==> src/hdl/slpd_pkg.sv <==
// Shared types and constants for the scan line PackBits run decoder.
// No dependencies; imported by every module of the block.
`default_nettype none
package slpd_pkg;

	localparam int PPL_W    = 15;
	localparam int BUDGET_W = 16;
	localparam int COUNT_W  = 16;
	localparam int BYTE_W   = 8;

	localparam logic [BYTE_W-1:0]   NOOP_HEADER = 8'h80;
	localparam logic [BUDGET_W-1:0] BUDGET_MAX  = 16'hFFFF;

	// configuration register indexes
	localparam logic REG_PIXELS   = 1'b0;
	localparam logic REG_CHANNELS = 1'b1;

	typedef enum logic [1:0] {
		KIND_BLANK    = 2'd0,
		KIND_PACKBITS = 2'd1,
		KIND_RAW      = 2'd2
	} kind_t;

	typedef enum logic [2:0] {
		PH_HEADER  = 3'b001,
		PH_LITERAL = 3'b010,
		PH_REPEAT  = 3'b100
	} phase_t;

	typedef struct packed {
		logic                valid;
		logic [BYTE_W-1:0]   value;
		logic [COUNT_W-1:0]  count;
		logic                done;
	} slpd_result_t;

endpackage
`default_nettype wire

==> src/hdl/scan_line_packbits_decoder_unit.sv <==
// A byte is decoded from the input register into the output register.
// Throughput: one byte per cycle; the input stalls only while a finished
// run waits in the output register and the output is stalled.
// Reset (arst_n low): valid flags, configuration and line state cleared, no line open, header expected.
// Top level: input register, decode step, output register. Uses slpd_pkg.
`default_nettype none
module scan_line_packbits_decoder_unit (
	input  wire logic                           clk,
	input  wire logic                           arst_n,
	input  wire logic                           cfg_valid,
	output logic                                cfg_ready,
	input  wire logic                           cfg_index,
	input  wire logic [slpd_pkg::PPL_W-1:0]     cfg_data,
	input  wire logic                           in_valid,
	output logic                                in_stall,
	input  wire logic [1:0]                     kind,
	input  wire logic [slpd_pkg::BYTE_W-1:0]    data_byte,
	input  wire logic                           line_end,
	output logic                                out_valid,
	input  wire logic                           out_stall,
	output logic [slpd_pkg::BYTE_W-1:0]         run_value,
	output logic [slpd_pkg::COUNT_W-1:0]        run_count,
	output logic                                line_done
);
	import slpd_pkg::*;

	logic                valid_s1;
	logic [1:0]          kind_s1;
	logic [BYTE_W-1:0]   byte_s1;
	logic                end_s1;
	logic                valid_s2;
	logic [BYTE_W-1:0]   value_s2;
	logic [COUNT_W-1:0]  count_s2;
	logic                done_s2;
	logic                out_blocked, adv;
	logic [BUDGET_W-1:0] line_budget;
	slpd_result_t        res;

	assign cfg_ready   = 1'b1;
	assign out_blocked = valid_s2 && out_stall;
	assign adv         = valid_s1 && !out_blocked;
	assign in_stall    = valid_s1 && out_blocked;

	slpd_cfg_regs u_cfg (
		.clk         (clk),
		.arst_n      (arst_n),
		.cfg_valid   (cfg_valid),
		.cfg_index   (cfg_index),
		.cfg_data    (cfg_data),
		.line_budget (line_budget)
	);

	slpd_decode u_dec (
		.clk         (clk),
		.arst_n      (arst_n),
		.step        (adv),
		.kind        (kind_s1),
		.data_byte   (byte_s1),
		.line_end    (end_s1),
		.line_budget (line_budget),
		.result      (res)
	);

	always_ff @(posedge clk or negedge arst_n) begin
		if (!arst_n) begin
			valid_s1 <= 1'b0;
			valid_s2 <= 1'b0;
		end else begin
			if (!in_stall)
				valid_s1 <= in_valid;
			if (!out_blocked)
				valid_s2 <= adv && res.valid;
		end
	end

	always_ff @(posedge clk) begin
		if (in_valid && !in_stall) begin
			kind_s1 <= kind;
			byte_s1 <= data_byte;
			end_s1  <= line_end;
		end
		if (adv && res.valid) begin
			value_s2 <= res.value;
			count_s2 <= res.count;
			done_s2  <= res.done;
		end
	end

	assign out_valid = valid_s2;
	assign run_value = value_s2;
	assign run_count = count_s2;
	assign line_done = done_s2;

endmodule
`default_nettype wire

==> src/hdl/slpd_cfg_regs.sv <==
// Configuration registers and the derived line budget (pixels, tripled in
// three-channel mode, saturated to 16 bits). Depends on slpd_pkg.
`default_nettype none
module slpd_cfg_regs (
	input  wire logic                           clk,
	input  wire logic                           arst_n,
	input  wire logic                           cfg_valid,
	input  wire logic                           cfg_index,
	input  wire logic [slpd_pkg::PPL_W-1:0]     cfg_data,
	output logic [slpd_pkg::BUDGET_W-1:0]       line_budget
);
	import slpd_pkg::*;

	logic [PPL_W-1:0] ppl_q;
	logic             three_q;
	logic [PPL_W+1:0] sum;

	always_ff @(posedge clk or negedge arst_n) begin
		if (!arst_n) begin
			ppl_q   <= '0;
			three_q <= 1'b0;
		end else if (cfg_valid) begin
			case (cfg_index)
				REG_PIXELS:   ppl_q   <= cfg_data;
				REG_CHANNELS: three_q <= cfg_data[0];
				default:      ;
			endcase
		end
	end

	// x3 as x + 2x
	always_comb begin
		sum = {2'b00, ppl_q};
		if (three_q)
			sum = sum + {1'b0, ppl_q, 1'b0};
	end

	assign line_budget = (sum > {1'b0, BUDGET_MAX}) ? BUDGET_MAX : sum[BUDGET_W-1:0];

endmodule
`default_nettype wire

==> src/hdl/slpd_decode.sv <==
// Line state (budget, phase, run length, line open) and the one-byte
// decode step producing at most one run. Depends on slpd_pkg.
`default_nettype none
module slpd_decode (
	input  wire logic                           clk,
	input  wire logic                           arst_n,
	input  wire logic                           step,
	input  wire logic [1:0]                     kind,
	input  wire logic [slpd_pkg::BYTE_W-1:0]    data_byte,
	input  wire logic                           line_end,
	input  wire logic [slpd_pkg::BUDGET_W-1:0]  line_budget,
	output slpd_pkg::slpd_result_t              result
);
	import slpd_pkg::*;

	logic [BUDGET_W-1:0] budget_q, budget_d, bl;
	phase_t              phase_q, phase_d, ph;
	logic [BYTE_W-1:0]   run_q, run_d, rl;
	logic                open_q, open_d;
	logic [BUDGET_W-1:0] rep_cnt;

	always_ff @(posedge clk or negedge arst_n) begin
		if (!arst_n) begin
			budget_q <= '0;
			phase_q  <= PH_HEADER;
			run_q    <= '0;
			open_q   <= 1'b0;
		end else if (step) begin
			budget_q <= budget_d;
			phase_q  <= phase_d;
			run_q    <= run_d;
			open_q   <= open_d;
		end
	end

	// a closed line restarts from the configured budget
	assign bl = open_q ? budget_q : line_budget;
	assign ph = open_q ? phase_q : PH_HEADER;
	assign rl = open_q ? run_q : '0;
	assign rep_cnt = ({{(BUDGET_W-BYTE_W){1'b0}}, rl} < bl) ?
		{{(BUDGET_W-BYTE_W){1'b0}}, rl} : bl;

	always_comb begin
		budget_d = budget_q;
		phase_d  = phase_q;
		run_d    = run_q;
		open_d   = open_q;
		result   = '0;
		case (kind)
			KIND_BLANK: begin
				open_d   = 1'b0;
				phase_d  = PH_HEADER;
				run_d    = '0;
				budget_d = '0;
				result.valid = (line_budget != '0);
				result.count = line_budget;
				result.done  = 1'b1;
			end
			KIND_RAW: begin
				open_d  = 1'b0;
				phase_d = PH_HEADER;
				run_d   = '0;
				result.valid = 1'b1;
				result.value = data_byte;
				result.count = {{(COUNT_W-1){1'b0}}, 1'b1};
				result.done  = line_end;
			end
			KIND_PACKBITS: begin
				budget_d = bl;
				phase_d  = ph;
				run_d    = rl;
				open_d   = 1'b1;
				case (ph)
					PH_HEADER: begin
						if (!data_byte[BYTE_W-1]) begin
							run_d   = data_byte + 1'b1;
							phase_d = PH_LITERAL;
						end else if (data_byte != NOOP_HEADER) begin
							// 257 - n, modulo 256
							run_d   = 8'd1 - data_byte;
							phase_d = PH_REPEAT;
						end
					end
					PH_LITERAL: begin
						if (bl != '0) begin
							budget_d = bl - 1'b1;
							result.valid = 1'b1;
							result.value = data_byte;
							result.count = {{(COUNT_W-1){1'b0}}, 1'b1};
							result.done  = (budget_d == '0) || line_end;
						end
						run_d = rl - 1'b1;
						if (run_d == '0)
							phase_d = PH_HEADER;
					end
					PH_REPEAT: begin
						if (rep_cnt != '0) begin
							budget_d = bl - rep_cnt;
							result.valid = 1'b1;
							result.value = data_byte;
							result.count = rep_cnt;
							result.done  = (budget_d == '0) || line_end;
						end
						run_d   = '0;
						phase_d = PH_HEADER;
					end
					default: phase_d = PH_HEADER;
				endcase
				if (line_end) begin
					open_d  = 1'b0;
					phase_d = PH_HEADER;
					run_d   = '0;
				end
			end
			default: ;
		endcase
	end

endmodule
`default_nettype wire

==> config.mk <==
export PLATFORM = sky130hd
export DESIGN_NAME = scan_line_packbits_decoder_unit
export DESIGN_NICKNAME = d
export VERILOG_FILES = /design/src/hdl/slpd_pkg.sv /design/src/hdl/scan_line_packbits_decoder_unit.sv /design/src/hdl/slpd_cfg_regs.sv /design/src/hdl/slpd_decode.sv
export SDC_FILE = /design/constraint.sdc
export NUM_CORES = 1
export LEC_CHECK = 0
export ABC_AREA = 1
export BUFFER_PORTS_ARGS = -buffer_cell sky130_fd_sc_hd__buf_2
export CELL_PAD_IN_SITES_DETAIL_PLACEMENT = 1
export CELL_PAD_IN_SITES_GLOBAL_PLACEMENT = 2
export CORE_MARGIN = 5
export CORE_UTILIZATION = 30
export CTS_CLUSTER_SIZE = 10
export DETAILED_ROUTE_END_ITERATION = 16
export GPL_TIMING_DRIVEN = 0
export HOLD_SLACK_MARGIN = 0.08
export PLACE_DENSITY = 0.73
export SLEW_MARGIN = 20
export SYNTH_ARGS = -nofsm -noshare
export SYNTH_HDL_FRONTEND = slang
export SYNTH_SLANG_ARGS = --single-unit
==> constraint.sdc <==
create_clock -name clk -period 4.7 [get_ports clk]
set_input_delay 0.705 -clock clk [delete_from_list [all_inputs] [get_ports clk]]
set_output_delay 0.705 -clock clk [all_outputs]
set_load 0.02 [all_outputs]
==> reports/metrics.csv <==
stage,metric,value,unit
finish,post-route core utilization,41.4,%
cts,Max H-tree Level,3,
die,DIE AREA,0.0271,mm^2
sta,setup violators final,23,
worst_setup_path,worst r2r src,u_cfg.ppl_q[1],
placement,# port buffers,58,
finish,layout cells sized above 1,33.0,%
sta,fin crit share,115,%
cts,Clock Sinks,82,
finish,post-route design area,0.00975,mm^2
placement,post-DP HPWL,20600,um
worst_setup_path,Critical Path Start Type,flop,
worst_setup_path,CP Max Fanout,7,
die,Core ar.,0.0235,mm^2
worst_setup_path,Crit. End Element,flop,
sta,"Hold Vio Cnt, Final",0,
worst_setup_path,crit-path max cell delay,0.42,ns
yosys,Post-synth ARST share,56.1,%
cts,CTS max path bufs,2,
sta,final setup TNS,-4.05,ns
sta,min Tclk post-route,5.42,ns
worst_setup_path,Crit Path Class,flop to flop,
routing,via-per-instance ratio,4.96,
sta,fmax,185,MHz
yosys,Mapped Area,0.00718,mm^2
power_and_ir_drop,Power Density,393,mW/mm^2
yosys,synth top area cells,"dfrtp_1 16%, nand2_1 15%, edfxtp_1 15%",
grt,first-pass GRT wire length,43000,um
finish,ANT cells,0,
sta,Max Clock Skew,0.00514,ns
routing,ANT nets after route,0,
sta,RSZ-0062 raised after global routing,true,
die,Die X,165,um
cts,latest clock arrival within the worst-skew pair,0.35,ns
placement,DP Area,0.00800,mm^2
min_path,Tightest Hold Check Type,input pin to async pin,
worst_setup_path,Critical-path top delay cell,dfrtp_1,
sta,post-route setup slack,-0.717,ns
yosys,cell taking the most area after synthesis,dfrtp_1,
power_and_ir_drop,leak pwr,4.57,nW
die,initial core utilization,30.5,%
worst_setup_path,CP required,4.99,ns
routing,Initial DRT Pass Iterations,5,
grt,largest net degree at the start of global routing,47,
yosys,Synth warnings,0,
routing,Initial DRC Count,289,
die,Die Ht,165,um
placement,GPL Wtd Cong,0.848,
yosys,Cells after Synth,1019,
cts,CTS clock-pin slew for the worst setup and hold paths,0.07,ns
worst_setup_path,reg2reg end,u_dec.budget_q[15],
yosys,Seq cells post-synth,82,
finish,fin nets,1257,
cts,CTS tree,done,
cts,root buffer cell,clkbuf_16,
grt,GRT Total Usage,20.4,%
yosys,"EDFF count, synth",36,
worst_setup_path,"reg-to-reg slack, setup",-0.72,ns
outcome,status,finished with violations,
power_and_ir_drop,Peak supply drop,0.186,mV
outcome,failing checks,setup timing,
grt,vias in the first global route,7863,
yosys,syn nets,1095,
routing,final WL,27500,um
worst_setup_path,Critical Path Most Common Cell,buf_4,
yosys,post-synth top area share,15.7,%
flow_run,total of max-cap violations,0,
yosys,"Seq/Total Area, Yosys",31.1,%
routing,post-detailed-route wirelength per cell,18.2,um
yosys,synthesized area per cell,7.05,um^2
die,FP Rows,56,
finish,area grow syn2layout,35.8,%
worst_setup_path,FF-to-FF path depth,39,
worst_setup_path,crit path DAT,5.71,ns
sta,Hold Slack,0.383,ns
sta,fin. max-slew vios,0,
routing,# DRC,0,
grt,initial antenna violation count,0,
cts,cts bufs inserted,9,
sta,Max-slew headroom,38.8,%
sta,slew at the pin closest to its max-slew limit,0.913,ns
die,Ports,60,
yosys,ys flop type,dfrtp_1,
yosys,Netlist cell types,58,
grt,GRT Residual Overflow,0,
routing,vias,7461,
cts,CTS Hold Bufs,0,
[power breakdown]
group / internal [mW] / total [mW] / switching, mW
sequential: 0.857 / 0.935 / 0.0778
combinational: 0.892 / 2.18 / 1.29
clock: 0.374 / 0.713 / 0.339
[worst max-delay path by stage]
stage	from	end	slack, ns	depth (start not counted)
final	u_cfg.ppl_q[1]	u_dec.budget_q[15]	-0.72	39
after detailed placement	u_cfg.ppl_q[10]	line_done	-1.50	38
after global placement	u_cfg.ppl_q[3]	line_done	-1.51	39
after floorplan	u_cfg.ppl_q[3]	line_done	-0.23	40
after CTS	u_cfg.ppl_q[1]	line_done	-0.67	39
after global routing	u_cfg.ppl_q[1]	u_dec.budget_q[12]	-1.02	42
[cell usage after synthesis, drive strengths merged (6+ instances only)]
library cell  instances
a21oi                55
buf                  13
clkbuf               13
dfrtp                45
edfxtp               36
ha                   42
inv                 123
mux2                  9
nand2               313
nand3               107
nand4                13
nor2                 86
nor3                 16
o21ai                40
o22ai                 8
or2                  15
xnor2                 6
xor2                 32
[cell families (layout without fill, tap and decap cells)]
logic type | Yosys count | in the layout | synth area share [%]
AO/OA/AOI/OAI | 133 | 133 | 11.0
XOR/XNOR | 38 | 38 | 4.63
adder cells (fa/ha/maj) | 44 | 44 | 7.88
buffers and inverters | 150 | 317 | 8.33
flip-flops | 82 | 82 | 31.1
multiplexers | 11 | 11 | 1.69
other | 1 | 1 | 0.0522
AND/OR/NAND/NOR | 560 | 560 | 35.3
[routing by layer]
metal  wire (um)  track usage [%]  vias to the layer above
met5           0                0                        -
met4         197             3.10                        0
met3         735             2.47                       15
met2       14200             37.4                      100
met1       12400             26.2                     3668
li1            -                -                     3678
[state kept, by name, summed over array words and instances, names as in the netlist, 2 cells and up]
register,count
byte_s1,8
kind_s1,2
run_count,16
run_value,8
u_cfg.ppl_q,15
u_dec.budget_q,16
u_dec.phase_q,3
u_dec.run_q,8
[final cells by class]
| type | count | area, um^2 |
|---|---|---|
| Sequential cell | 82 | 2250 |
| Timing Repair Buffer | 150 | 1040 |
| Inverter | 124 | 469 |
| Buffer | 26 | 145 |
| Clock inverter | 7 | 71.3 |
| Timing Repair inverter | 1 | 7.51 |
| Fill cell | 2982 | 13800 |
| Clock buffer | 9 | 225 |
| Tap cell | 319 | 399 |
| Multi-Input combinational cell | 787 | 5140 |
[layout by cell type (no fill, tap or decap), drive strengths merged, types with 4 or more instances in the layout]
| cell | netlist | layout |
|---|---|---|
| a21oi | 55 | 55 |
| a31oi | 5 | 5 |
| buf | 13 | 161 |
| clkbuf | 13 | 24 |
| clkinvlp | 0 | 4 |
| dfrtp | 45 | 45 |
| edfxtp | 36 | 36 |
| ha | 42 | 42 |
| inv | 123 | 126 |
| mux2 | 9 | 9 |
| nand2 | 313 | 313 |
| nand3 | 107 | 107 |
| nand3b | 5 | 5 |
| nand4 | 13 | 13 |
| nor2 | 86 | 86 |
| nor3 | 16 | 16 |
| o21ai | 40 | 40 |
| o21bai | 4 | 4 |
| o22ai | 8 | 8 |
| or2 | 15 | 15 |
| xnor2 | 6 | 6 |
| xor2 | 32 | 32 |
[critical path, delay by kind of cell, from the launching register on]
kind,cells,cell delay (ns)
flops,1,0.42
fa+ha+maj,3,0.76
buf+inv,7,0.94
simple gates,20,1.74
xor+xnor,1,0.20
compound gates,8,1.31
[repair_timing]
item | 4_1_cts | 5_1_grt
setup buffers | 62 | 30
endpoints found under the setup margin | 56 | 38
pin swaps | 58 | 61
resized for setup | 108 | 60
gates cloned | 1 | 1
[through the flow]
step | setup slack [ns] | std cells | power (mW)
after floorplan | -0.227 | 1019 | 2.08
after global placement | -1.51 | 1396 | 2.50
after detailed placement | -1.50 | 1397 | 2.53
after CTS | -0.673 | 1476 | 3.68
after global routing | -1.02 | 1505 | 4.11
final | -0.717 | 1505 | 3.83
Note: power is estimated with default switching activity, not from simulation.
